[src/hw/rtl/rfas_pkg.sv]
package rfas_pkg;

    typedef enum logic [1:0] {
        OP_TICK   = 2'd0,
        OP_CHAN   = 2'd1,
        OP_BUTTON = 2'd2
    } t_op;

    typedef enum logic [1:0] {
        CFG_ALERT_THRESHOLD = 2'd0,
        CFG_SWEEP_PERIOD    = 2'd1,
        CFG_PEEK_DURATION   = 2'd2
    } t_cfg_idx;

    localparam logic [7:0]  THRESHOLD_RESET = 8'd10;
    localparam logic [7:0]  PERIOD_RESET    = 8'd10;
    localparam logic [15:0] PEEK_RESET_MS   = 16'd5000;
    localparam logic [14:0] TICK_UNIT_MS    = 15'd100;
    localparam logic [15:0] COUNT_MAX       = 16'hFFFF;

    // x / 1000 == (x * DIV1000_MAGIC) >> DIV1000_SHIFT for every 32-bit x
    localparam logic [28:0] DIV1000_MAGIC = 29'h10624DD3;
    localparam int          DIV1000_SHIFT = 38;
    localparam int          PROD_W        = 61;

    typedef struct packed {
        logic        sweep_request;
        logic        alert_active;
        logic        screen_dark;
        logic [15:0] alert_count;
        logic [15:0] sweep_count;
        logic [15:0] alert_mhz;
        logic [7:0]  alert_margin_db;
        logic        age_en;
        logic [31:0] age_ms;
    } t_stat;

endpackage

[src/hw/rtl/rfas_req_if.sv]
interface rfas_req_if;
    logic        valid;
    logic        ready;
    logic [1:0]  operation;
    logic [31:0] now_ms;
    logic [7:0]  peak_strength;
    logic        peak_valid;
    logic [7:0]  floor_level;
    logic [15:0] channel_mhz;
    logic        last_channel;

    modport source (
        output valid, operation, now_ms, peak_strength, peak_valid, floor_level,
               channel_mhz, last_channel,
        input  ready
    );

    modport sink (
        input  valid, operation, now_ms, peak_strength, peak_valid, floor_level,
               channel_mhz, last_channel,
        output ready
    );
endinterface

[src/hw/rtl/rfas_rsp_if.sv]
interface rfas_rsp_if;
    logic        valid;
    logic        ready;
    logic        sweep_request;
    logic        alert_active;
    logic        screen_dark;
    logic [15:0] alert_count;
    logic [15:0] sweep_count;
    logic [15:0] alert_mhz;
    logic [7:0]  alert_margin_db;
    logic [22:0] alert_age_s;

    modport source (
        output valid, sweep_request, alert_active, screen_dark, alert_count,
               sweep_count, alert_mhz, alert_margin_db, alert_age_s,
        input  ready
    );

    modport sink (
        input  valid, sweep_request, alert_active, screen_dark, alert_count,
               sweep_count, alert_mhz, alert_margin_db, alert_age_s,
        output ready
    );
endinterface

[src/hw/rtl/rfas_state.sv]
module rfas_state (
    input  logic               i_clk,
    input  logic               i_rst_n,
    input  logic               i_cfg_we,
    input  logic [1:0]         i_cfg_idx,
    input  logic [15:0]        i_cfg_wdata,
    rfas_req_if.sink           i_req,
    output rfas_pkg::t_stat    o_stat,
    output logic               o_stat_valid,
    input  logic               i_stat_ready
);
    import rfas_pkg::*;

    logic [7:0]  r_thresh;
    logic [7:0]  r_period;
    logic [15:0] r_peek_dur;

    logic [31:0] r_sweep_start, n_sweep_start;
    logic [31:0] r_peek_until,  n_peek_until;
    logic        r_alert,       n_alert;
    logic        r_dark,        n_dark;
    logic [7:0]  r_best_margin, n_best_margin;
    logic [15:0] r_best_mhz,    n_best_mhz;
    logic [15:0] r_alerts,      n_alerts;
    logic [15:0] r_sweeps,      n_sweeps;
    logic [15:0] r_rec_mhz,     n_rec_mhz;
    logic [7:0]  r_rec_margin,  n_rec_margin;
    logic [31:0] r_alert_time,  n_alert_time;

    t_stat       r_stat, n_stat;
    logic        r_stat_valid;

    logic        accept;
    logic [31:0] elapsed;
    logic [14:0] sweep_gap;
    logic [31:0] peek_left;
    logic        tick_dark;
    logic        margin_ok;
    logic [7:0]  margin;
    logic [7:0]  cand_margin;
    logic [15:0] cand_mhz;
    logic [31:0] age_now;
    logic        req;

    assign i_req.ready  = !r_stat_valid || i_stat_ready;
    assign accept       = i_req.valid && i_req.ready;
    assign o_stat       = r_stat;
    assign o_stat_valid = r_stat_valid;

    always_ff @(posedge i_clk) begin
        if (!i_rst_n) begin
            r_thresh   <= THRESHOLD_RESET;
            r_period   <= PERIOD_RESET;
            r_peek_dur <= PEEK_RESET_MS;
        end else if (i_cfg_we) begin
            unique case (i_cfg_idx)
                CFG_ALERT_THRESHOLD: r_thresh   <= i_cfg_wdata[7:0];
                CFG_SWEEP_PERIOD:    r_period   <= i_cfg_wdata[7:0];
                CFG_PEEK_DURATION:   r_peek_dur <= i_cfg_wdata;
                default: ;
            endcase
        end
    end

    assign sweep_gap   = 15'(r_period) * TICK_UNIT_MS;
    assign elapsed     = i_req.now_ms - r_sweep_start;
    assign peek_left   = r_peek_until - i_req.now_ms;
    assign tick_dark   = !((peek_left != 32'd0) && !peek_left[31]);
    assign margin_ok   = i_req.peak_valid && (i_req.floor_level > i_req.peak_strength);
    assign margin      = i_req.floor_level - i_req.peak_strength;
    assign cand_margin = (margin_ok && margin > r_best_margin) ? margin : r_best_margin;
    assign cand_mhz    = (margin_ok && margin > r_best_margin) ? i_req.channel_mhz
                                                                : r_best_mhz;

    always_comb begin
        n_sweep_start = r_sweep_start;
        n_peek_until  = r_peek_until;
        n_alert       = r_alert;
        n_dark        = r_dark;
        n_best_margin = r_best_margin;
        n_best_mhz    = r_best_mhz;
        n_alerts      = r_alerts;
        n_sweeps      = r_sweeps;
        n_rec_mhz     = r_rec_mhz;
        n_rec_margin  = r_rec_margin;
        n_alert_time  = r_alert_time;
        age_now       = i_req.now_ms;
        req           = 1'b0;

        unique case (i_req.operation)
            OP_TICK: begin
                if (elapsed >= 32'(sweep_gap)) begin
                    n_sweep_start = i_req.now_ms;
                    n_sweeps      = (r_sweeps == COUNT_MAX) ? COUNT_MAX : r_sweeps + 16'd1;
                    n_best_margin = 8'd0;
                    n_best_mhz    = 16'd0;
                    req           = 1'b1;
                end
                if (!r_alert) begin
                    n_dark = tick_dark;
                end
            end
            OP_CHAN: begin
                n_best_margin = cand_margin;
                n_best_mhz    = cand_mhz;
                if (i_req.last_channel) begin
                    if (cand_margin != 8'd0 && cand_margin >= r_thresh) begin
                        n_alerts     = (r_alerts == COUNT_MAX) ? COUNT_MAX : r_alerts + 16'd1;
                        n_rec_mhz    = cand_mhz;
                        n_rec_margin = cand_margin;
                        n_alert_time = r_sweep_start;
                        n_alert      = 1'b1;
                        n_dark       = 1'b0;
                    end
                    n_best_margin = 8'd0;
                    n_best_mhz    = 16'd0;
                end
                age_now = r_sweep_start;
            end
            OP_BUTTON: begin
                // remaining peek time right after the press equals the duration
                n_alert      = 1'b0;
                n_peek_until = i_req.now_ms + 32'(r_peek_dur);
                n_dark       = (r_peek_dur == 16'd0);
            end
            default: ;
        endcase

        n_stat.sweep_request   = req;
        n_stat.alert_active    = n_alert;
        n_stat.screen_dark     = n_dark;
        n_stat.alert_count     = n_alerts;
        n_stat.sweep_count     = n_sweeps;
        n_stat.alert_mhz       = n_rec_mhz;
        n_stat.alert_margin_db = n_rec_margin;
        n_stat.age_en          = (n_rec_mhz != 16'd0);
        n_stat.age_ms          = age_now - n_alert_time;
    end

    always_ff @(posedge i_clk) begin
        if (!i_rst_n) begin
            r_sweep_start <= 32'd0;
            r_peek_until  <= 32'(PEEK_RESET_MS);
            r_alert       <= 1'b0;
            r_dark        <= 1'b0;
            r_best_margin <= 8'd0;
            r_best_mhz    <= 16'd0;
            r_alerts      <= 16'd0;
            r_sweeps      <= 16'd0;
            r_rec_mhz     <= 16'd0;
            r_rec_margin  <= 8'd0;
            r_alert_time  <= 32'd0;
            r_stat_valid  <= 1'b0;
        end else begin
            if (accept) begin
                r_sweep_start <= n_sweep_start;
                r_peek_until  <= n_peek_until;
                r_alert       <= n_alert;
                r_dark        <= n_dark;
                r_best_margin <= n_best_margin;
                r_best_mhz    <= n_best_mhz;
                r_alerts      <= n_alerts;
                r_sweeps      <= n_sweeps;
                r_rec_mhz     <= n_rec_mhz;
                r_rec_margin  <= n_rec_margin;
                r_alert_time  <= n_alert_time;
                r_stat_valid  <= 1'b1;
            end else if (i_stat_ready) begin
                r_stat_valid  <= 1'b0;
            end
        end
    end

    always_ff @(posedge i_clk) begin
        if (accept) begin
            r_stat <= n_stat;
        end
    end

endmodule

[src/hw/rtl/rfas_age.sv]
module rfas_age (
    input  logic               i_clk,
    input  logic               i_rst_n,
    input  rfas_pkg::t_stat    i_stat,
    input  logic               i_stat_valid,
    output logic               o_stat_ready,
    rfas_rsp_if.source         o_rsp
);
    import rfas_pkg::*;

    logic              r_valid;
    logic              r_sweep_request;
    logic              r_alert_active;
    logic              r_screen_dark;
    logic [15:0]       r_alert_count;
    logic [15:0]       r_sweep_count;
    logic [15:0]       r_alert_mhz;
    logic [7:0]        r_alert_margin;
    logic [22:0]       r_age_s;

    logic              take;
    logic [PROD_W-1:0] prod;
    logic [22:0]       n_age_s;

    assign o_stat_ready = !r_valid || o_rsp.ready;
    assign take         = i_stat_valid && o_stat_ready;

    assign prod    = PROD_W'(i_stat.age_ms) * PROD_W'(DIV1000_MAGIC);
    assign n_age_s = i_stat.age_en ? prod[PROD_W-1:DIV1000_SHIFT] : 23'd0;

    always_ff @(posedge i_clk) begin
        if (!i_rst_n) begin
            r_valid <= 1'b0;
        end else if (take) begin
            r_valid <= 1'b1;
        end else if (o_rsp.ready) begin
            r_valid <= 1'b0;
        end
    end

    always_ff @(posedge i_clk) begin
        if (take) begin
            r_sweep_request <= i_stat.sweep_request;
            r_alert_active  <= i_stat.alert_active;
            r_screen_dark   <= i_stat.screen_dark;
            r_alert_count   <= i_stat.alert_count;
            r_sweep_count   <= i_stat.sweep_count;
            r_alert_mhz     <= i_stat.alert_mhz;
            r_alert_margin  <= i_stat.alert_margin_db;
            r_age_s         <= n_age_s;
        end
    end

    assign o_rsp.valid           = r_valid;
    assign o_rsp.sweep_request   = r_sweep_request;
    assign o_rsp.alert_active    = r_alert_active;
    assign o_rsp.screen_dark     = r_screen_dark;
    assign o_rsp.alert_count     = r_alert_count;
    assign o_rsp.sweep_count     = r_sweep_count;
    assign o_rsp.alert_mhz       = r_alert_mhz;
    assign o_rsp.alert_margin_db = r_alert_margin;
    assign o_rsp.alert_age_s     = r_age_s;

endmodule

[src/hw/rtl/rf_activity_sentry_core.sv]
// A request accepted by the state update stage is registered there, then passes
// through the seconds stage (one 32x29 multiply by the reciprocal of 1000) to the
// response. Throughput: one request per cycle while the response side is ready.
// Synchronous active-low reset: empties both stages, loads register defaults
// and starts the watch at time 0 with the screen lit until 5000 ms.
module rf_activity_sentry_core (
    input  logic        i_clk,
    input  logic        i_rst_n,
    input  logic        i_cfg_we,
    input  logic [1:0]  i_cfg_idx,
    input  logic [15:0] i_cfg_wdata,
    rfas_req_if.sink    i_req,
    rfas_rsp_if.source  o_rsp
);
    import rfas_pkg::*;

    t_stat stat;
    logic  stat_valid;
    logic  stat_ready;

    rfas_state u_state (
        .i_clk        (i_clk),
        .i_rst_n      (i_rst_n),
        .i_cfg_we     (i_cfg_we),
        .i_cfg_idx    (i_cfg_idx),
        .i_cfg_wdata  (i_cfg_wdata),
        .i_req        (i_req),
        .o_stat       (stat),
        .o_stat_valid (stat_valid),
        .i_stat_ready (stat_ready)
    );

    rfas_age u_age (
        .i_clk        (i_clk),
        .i_rst_n      (i_rst_n),
        .i_stat       (stat),
        .i_stat_valid (stat_valid),
        .o_stat_ready (stat_ready),
        .o_rsp        (o_rsp)
    );

endmodule

[src/flat_wrapper.sv]
// flat-port wrapper written by rule: the top's interface ports become plain ports
module rf_activity_sentry_core_flat import rfas_pkg::*;
  (i_clk, i_rst_n, i_cfg_we, i_cfg_idx, i_cfg_wdata, i_req_valid, i_req_operation, i_req_now_ms, i_req_peak_strength, i_req_peak_valid, i_req_floor_level, i_req_channel_mhz, i_req_last_channel, i_req_ready, o_rsp_valid, o_rsp_sweep_request, o_rsp_alert_active, o_rsp_screen_dark, o_rsp_alert_count, o_rsp_sweep_count, o_rsp_alert_mhz, o_rsp_alert_margin_db, o_rsp_alert_age_s, o_rsp_ready);
  rfas_req_if i_req_i ();
  rfas_rsp_if o_rsp_i ();
  input  logic i_clk;
  input  logic i_rst_n;
  input  logic i_cfg_we;
  input  logic [1:0] i_cfg_idx;
  input  logic [15:0] i_cfg_wdata;
  input wire logic [$bits(i_req_i.valid)-1:0] i_req_valid;
  input wire logic [$bits(i_req_i.operation)-1:0] i_req_operation;
  input wire logic [$bits(i_req_i.now_ms)-1:0] i_req_now_ms;
  input wire logic [$bits(i_req_i.peak_strength)-1:0] i_req_peak_strength;
  input wire logic [$bits(i_req_i.peak_valid)-1:0] i_req_peak_valid;
  input wire logic [$bits(i_req_i.floor_level)-1:0] i_req_floor_level;
  input wire logic [$bits(i_req_i.channel_mhz)-1:0] i_req_channel_mhz;
  input wire logic [$bits(i_req_i.last_channel)-1:0] i_req_last_channel;
  output wire logic [$bits(i_req_i.ready)-1:0] i_req_ready;
  output wire logic [$bits(o_rsp_i.valid)-1:0] o_rsp_valid;
  output wire logic [$bits(o_rsp_i.sweep_request)-1:0] o_rsp_sweep_request;
  output wire logic [$bits(o_rsp_i.alert_active)-1:0] o_rsp_alert_active;
  output wire logic [$bits(o_rsp_i.screen_dark)-1:0] o_rsp_screen_dark;
  output wire logic [$bits(o_rsp_i.alert_count)-1:0] o_rsp_alert_count;
  output wire logic [$bits(o_rsp_i.sweep_count)-1:0] o_rsp_sweep_count;
  output wire logic [$bits(o_rsp_i.alert_mhz)-1:0] o_rsp_alert_mhz;
  output wire logic [$bits(o_rsp_i.alert_margin_db)-1:0] o_rsp_alert_margin_db;
  output wire logic [$bits(o_rsp_i.alert_age_s)-1:0] o_rsp_alert_age_s;
  input wire logic [$bits(o_rsp_i.ready)-1:0] o_rsp_ready;
  assign i_req_i.valid = i_req_valid;
  assign i_req_i.operation = i_req_operation;
  assign i_req_i.now_ms = i_req_now_ms;
  assign i_req_i.peak_strength = i_req_peak_strength;
  assign i_req_i.peak_valid = i_req_peak_valid;
  assign i_req_i.floor_level = i_req_floor_level;
  assign i_req_i.channel_mhz = i_req_channel_mhz;
  assign i_req_i.last_channel = i_req_last_channel;
  assign i_req_ready = i_req_i.ready;
  assign o_rsp_valid = o_rsp_i.valid;
  assign o_rsp_sweep_request = o_rsp_i.sweep_request;
  assign o_rsp_alert_active = o_rsp_i.alert_active;
  assign o_rsp_screen_dark = o_rsp_i.screen_dark;
  assign o_rsp_alert_count = o_rsp_i.alert_count;
  assign o_rsp_sweep_count = o_rsp_i.sweep_count;
  assign o_rsp_alert_mhz = o_rsp_i.alert_mhz;
  assign o_rsp_alert_margin_db = o_rsp_i.alert_margin_db;
  assign o_rsp_alert_age_s = o_rsp_i.alert_age_s;
  assign o_rsp_i.ready = o_rsp_ready;
  rf_activity_sentry_core u_core (.i_clk(i_clk), .i_rst_n(i_rst_n), .i_cfg_we(i_cfg_we), .i_cfg_idx(i_cfg_idx), .i_cfg_wdata(i_cfg_wdata), .i_req(i_req_i), .o_rsp(o_rsp_i));
endmodule
[config.mk]
export PLATFORM = sky130hd
export DESIGN_NAME = rf_activity_sentry_core_flat
export DESIGN_NICKNAME = d
export VERILOG_FILES = /design/src/hw/rtl/rfas_pkg.sv /design/src/hw/rtl/rfas_req_if.sv /design/src/hw/rtl/rfas_rsp_if.sv /design/src/hw/rtl/rfas_state.sv /design/src/hw/rtl/rfas_age.sv /design/src/hw/rtl/rf_activity_sentry_core.sv /design/src/flat_wrapper.sv
export SDC_FILE = /design/constraint.sdc
export NUM_CORES = 2
export LEC_CHECK = 0
export ABC_AREA = 1
export ABC_CLOCK_PERIOD_IN_PS = 8950
export BUFFER_PORTS_ARGS = -buffer_cell sky130_fd_sc_hd__buf_2
export CORE_ASPECT_RATIO = 0.6
export CORE_MARGIN = 5
export CORE_UTILIZATION = 55
export DETAILED_ROUTE_END_ITERATION = 7
export PLACE_DENSITY = 0.81
export SYNTH_ARGS = -nofsm -noshare
export SYNTH_HDL_FRONTEND = slang
export SYNTH_SLANG_ARGS = --single-unit
[constraint.sdc]
create_clock -name i_clk -period 8.95 [get_ports i_clk]
set_clock_uncertainty 0.15 [all_clocks]
set_input_delay 0.895 -clock i_clk [delete_from_list [all_inputs] [get_ports i_clk]]
set_output_delay 0.895 -clock i_clk [all_outputs]
set_load 0.005 [all_outputs]
== Word level (Yosys, flattened, before mapping) ==
Index checks and enable logic that the tools add are counted.

* Output and inout bits: 84
* Register bits: 386
* Word-level logic and storage cells: 117
* Input port bits: 91

* Reductions and logical operators: 27
* Muxes and demuxes: 37
* Multiply operators: 2
* Equal/unequal tests: 7
* Add/subtract/negate cells: 7
* Magnitude comparators: 4

{| class="wikitable"
|+ Operator list
! operator !! count
|-
| $mux 16 || 13
|-
| $mux 32 || 4
|-
| $sub 32x32->32 || 3
|-
| $mul 32x29->61 const B || 1
|-
| $mux 8 || 6
|-
| $add 16x1->16 const B || 2
|-
| $add 32x16->32 || 1
|-
| $eq 16x16->1 const B || 2
|-
| $ge 32x15->1 || 1
|-
| $pmux 16 s2 || 1
|-
| $reduce_bool 32->1 || 1
|-
| $gt 8x8->1 || 2
|-
| $logic_not 16->1 || 1
|-
| $pmux 8 s2 || 1
|-
| $reduce_bool 16->1 || 1
|-
| $mul 8x5->13 const B || 1
|-
| $mux 1 || 10
|-
| $ge 8x8->1 || 1
|-
| $reduce_and 2->1 || 4
|-
| $reduce_bool 8->1 || 1
|-
| $sub 8x8->8 || 1
|-
| $logic_and 1x1->1 || 6
|-
| $reduce_and 3->1 || 2
|-
| $reduce_bool 2->1 || 3
|-
| 8 further kinds || 15
|}

== Logic depth before layout (Yosys ltp) ==
* Depth in word-level cells: 10
* Mapped depth: 46
* Depth with buffers taken out: 44

== Cells and area by module ==
From an unflattened synthesis, not the netlist that was laid out.

* Cell total of the unflattened synthesis: 5504
* Area total of the unflattened synthesis: 41432.2 µm²

{| class="wikitable"
|+ By module, submodules not included
! module !! instances !! sequential area each (µm²) !! cells each !! area each (µm²)
|-
| rfas_state || 1 || 6986.7 || 3236 || 22190.0
|-
| rfas_age || 1 || 2482.4 || 2268 || 19242.2
|}

== Worst setup path after synthesis ==
No wires, ideal clock.

* Path kind: reg2reg
* From: register u_core.u_state.r_stat, in the netlist u_core.u_state.o_stat[19]
* To: register u_core.u_age.r_age_s[17], in the netlist u_core.u_age.o_rsp.alert_age_s[17], data pin
* Data required time: 8.540 ns
* Buffers on the path: 0
* Setup time: 0.260 ns
* Cell stages (with the launch flop): 26
* Clock period less this slack: 6.387 ns
* Slack: 2.563 ns
* Arrival time: 5.977 ns
* Path through: edfxtp_1 ha_1 fa_1 fa_1 fa_1 fa_1 inv_1 fa_1 inv_1 fa_1 fa_1 ha_1 nand2_1 nor2_1 inv_1 nor2_1 inv_1 nor3_1 nand2_1 o211ai_1 nand4_1 o211ai_1 nand2_1 nand2_1 nand2_1 nor3b_1

* Word-level cells in the longest chain between the ends: 1

{| class="wikitable"
|+ RTL lines
! what !! RTL line !! text
|-
| start: declaration || rfas_state.sv:30 || <nowiki>t_stat r_stat, n_stat;</nowiki>
|-
| start signal: assignment || rfas_state.sv:176 || <nowiki>r_stat <= n_stat;</nowiki>
|-
| $mul 32x29->61 || rfas_age.sv:28 || <nowiki>assign prod = PROD_W'(i_stat.age_ms) * PROD_W'(DIV1000_MAGIC);</nowiki>
|-
| end signal: assignment || rfas_age.sv:50 || <nowiki>r_age_s <= n_age_s;</nowiki>
|-
| end: declaration || rfas_age.sv:19 || <nowiki>logic [22:0] r_age_s;</nowiki>
|}

No other way between the ends.
A chain may end at the register's enable or synchronous reset.

== Worst setup path in the final report ==
* From: register u_core.u_state.r_stat, in the netlist u_core.u_state.o_stat[17]
* To: register u_core.u_age.r_age_s[15], in the netlist u_core.u_age.o_rsp.alert_age_s[15], data pin

Same word-level chain as after synthesis.

==> out/metrics.cfg <==
[run_status]
status=finished, final reports clean

[final_layout]
fillers=6151
fin_util=0.602
multi_input_area_mm2=0.0255
num-nets-final=5960
regArea_mm2=0.00947
drive_above_1_share=0.0647
area_growth_pct=8.03

[routing]
wire_per_inst_um=19.2
drc=0
dr.pass1.iters=6
detail-route-antenna-nets=0
wirelength_mm=114
via_count=33700
via_per_inst=5.65
drt_iter0_drc=3918

[cts]
post_cts_resized=0
postCtsSetupBuffers=0
clkSinkCount=386
clk_latency_ps=590
cts_hold_buf=0
h-tree-depth=2
clock-root-buffer=clkbuf_16
cts_buffer_depth=3
cts_buffers=40
tritoncts=built
clk_pin_slew_worst_paths_ps=60

[synth]
synth_warnings=0
synth_top_family_by_area=adder cells
yosysMostFrequentCell=inv_1
syn_area_per_cell_um2=8.03
yosys-top-cells-area=ha_1 (18%), fa_1 (16%), edfxtp_1 (13%)
synth-compound-area-share=0.119
synth_edf_count=174
async_reset_ff_frac=0
syn_inst=4874
synth_fa_ha_area_frac=0.335
ys.flop_type=dfxtp_1
synth_top_area_share=0.178
ys_seq_area_frac=0.242
syn-num-nets=5829
synth_mux_area_frac=0.00409
synth.distinct_cells=62
synth_simple_gate_area_frac=0.171
synthXorXnorAreaFrac=0.0233
ys_ff_latch=386
synth_area_mm2=0.0391
synthTopCellsByCount=inv_1 (964), nand2_1 (814), ha_1 (558), nor2_1 (384), o21ai_0 (344)
synth.largest_area_cell=ha_1

[worst_setup_path]
critPathTopFamily=adder cells
crit_start=u_core.u_state.o_stat[17]$_DFFE_PP_
end_kind=flip-flop
critPathLaunchType=flip-flop
worst-path-buf-inv=2
r2r_slack_ps=1000
cp.required_ps=9250
worstPathMaxFanout=11
endpoint=u_core.u_age.o_rsp.alert_age_s[15]$_SDFFCE_PN0P_
worst_path_most_repeated_cell=fa_1
worstSetupPathType=flip-flop to flip-flop
worstRegToRegCells=22
r2r_start=u_core.u_state.o_stat[17]$_DFFE_PP_
worstPathArrival_ps=8250
cp.depth=22
worstPathCellList=ha_1 -> fa_1 -> fa_1 -> fa_1 -> fa_1 -> inv_1 -> fa_1 -> inv_1 -> fa_1 -> fa_1 -> ha_1 -> a21oi_1 -> o21ai_0 -> a21oi_1 -> o21ai_0 -> a21oi_1 -> o21ai_0 -> nor3_1 -> o21ai_0 -> a221oi_1 -> o21ai_0 -> a21oi_1
cpPeakStageDelay_ps=940
slowest_stage=edfxtp_1
reg2reg_to=u_core.u_age.o_rsp.alert_age_s[15]$_SDFFCE_PN0P_

[timing]
max_freq_ghz=0.126
fin_tns_setup_ps=0
finalHoldViolations=0
rsz0062_at_grt=false
holdWs_ps=268
period_share=0.888
max_slew.worst_pin.slew_ps=1130
drv_slew=0
finalSetupViolCount=0
fin_crit_ps=7950
max-slew-margin-rel=0.244

[global_routing]
grt_pass1_wl_mm=179
grt_use_total=0.294
grt_max_degree=104
grt_pass1_vias=32200
antenna_found_initial=2
met1_usage=0.462
grtUsageMet3=0.0835
use_met2=0.400
grt_overflow=0
grt.busiest_layer=met1

[floorplan]
placementRows=75
die_h_um=217
core-area_mm2=0.0702
die_area_mm2=0.0767
ioPinCount=175
die_w_um=354
initial_core_util=0.557

[min_path]
min_path_type=flip-flop to flip-flop

[placed_design]
post-dp-hpwl_mm=90.9
io_buffers=174
gp_congestion=0.999

[job]
maxCapViolations=0

-- worst register-to-register path, delay by kind of cell (launching register included) --
family,cells,cell delay [ps]
AOI/OAI and AO/OA,10,2290
adders and majority gates,9,4110
and+or+nand+nor,1,200
DFF,1,940
buffers and inverters,2,110
-- worst min-delay path by stage --
| stage | start | to | slack (ps) | cells past startpoint |
|---|---|---|---|---|
| 6_report | u_core.u_state.o_stat[59]$_DFFE_PP_ | u_core.u_age.o_rsp.sweep_count[2]$_DFFE_PP_ | 270 | 0 |
| 5_1_grt | u_core.u_state.o_stat[50]$_DFFE_PP_ | u_core.u_age.o_rsp.alert_mhz[9]$_DFFE_PP_ | 270 | 0 |
| 4_1_cts | u_core.u_state.o_stat[75]$_DFFE_PP_ | u_core.u_age.o_rsp.alert_count[2]$_DFFE_PP_ | 270 | 0 |
| 3_5_place_dp | u_core.u_state.o_stat[83]$_DFFE_PP_ | u_core.u_age.o_rsp.alert_count[10]$_DFFE_PP_ | 250 | 0 |
| 3_3_place_gp | u_core.u_state.o_stat[65]$_DFFE_PP_ | u_core.u_age.o_rsp.sweep_count[8]$_DFFE_PP_ | 250 | 0 |
| 2_1_floorplan | u_core.u_state.o_stat[90]$_DFFE_PP_ | u_core.u_age.o_rsp.alert_active$_DFFE_PP_ | 250 | 0 |
-- state kept, by name, summed over array words and instances (netlist names), 23 cells and up --
register / count
u_core.u_state.r_sweep_start: 32
u_core.u_age.o_rsp.alert_age_s: 23
u_core.u_state.r_alert_time: 32
u_core.u_state.r_peek_until: 32
u_core.u_state.o_stat: 92
-- kinds of logic after synthesis --
kind of cell,after synthesis
flops,386
fa+ha+maj,864
simple gates,1578
xor+xnor,103
buf+inv,1082
compound gates,845
mux,16
-- final cells by class --
cell class / count / share of cell area
multi-input cells: 3406 / 0.604
flip-flops and latches: 386 / 0.224
inverters: 978 / 0.0870
well taps: 924 / 0.0274
clock buffers: 48 / 0.0256
repair buffers: 193 / 0.0240
clock inverters: 26 / 0.00746
diodes: 2 / 0.000118
-- per-layer routing --
layer	share of wire	routed length, um
met1	0.48	54800
met2	0.38	43500
met3	0.12	13900
met4	0.017	1890
met5	0.00049	56
-- through the flow --
step,setup WS (ps),instances,cell area [um2]
after floorplan,2560,4874,39100
after global placement,1520,5887,40900
after detailed placement,1310,5887,40900
after CTS,1310,5961,42300
after global routing,842,5963,42300
final,1000,5963,42300
-- layout by cell type, fill, tap and decap left out, types with 4 or more instances in the layout --
| cell type | synthesis | layout |
|---|---|---|
| a211oi_1 | 9 | 9 |
| a21boi_0 | 5 | 5 |
| a21o_1 | 16 | 16 |
| a21oi_1 | 320 | 319 |
| a31oi_1 | 19 | 19 |
| buf_2 | 10 | 173 |
| buf_4 | 3 | 20 |
| bufinv_16 | 0 | 6 |
| clkbuf_1 | 74 | 4 |
| clkbuf_16 | 0 | 41 |
| clkinv_1 | 3 | 7 |
| clkinv_2 | 0 | 5 |
| dfxtp_1 | 212 | 212 |
| edfxtp_1 | 174 | 174 |
| fa_1 | 306 | 306 |
| ha_1 | 558 | 557 |
| inv_1 | 964 | 964 |
| inv_2 | 11 | 10 |
| inv_6 | 0 | 5 |
| mux2i_1 | 16 | 16 |
| nand2_1 | 814 | 813 |
| nand2_2 | 16 | 16 |
| nand3_1 | 180 | 180 |
| nand3_2 | 10 | 10 |
| nand3b_1 | 10 | 10 |
| nand4_1 | 73 | 73 |
| nor2_1 | 384 | 383 |
| nor2_2 | 7 | 8 |
| nor3_1 | 46 | 46 |
| nor4_1 | 21 | 21 |
| o211ai_1 | 36 | 36 |
| o21a_1 | 15 | 15 |
| o21ai_0 | 344 | 344 |
| o21ai_1 | 20 | 20 |
| o21bai_1 | 31 | 31 |
| o221ai_1 | 5 | 5 |
| or2_2 | 5 | 5 |
| xnor2_1 | 29 | 29 |
| xor2_1 | 73 | 73 |
Power is left out: the tool's default activity adds up to more than one toggle a clock period on the data nets, which glitch-free logic cannot reach.
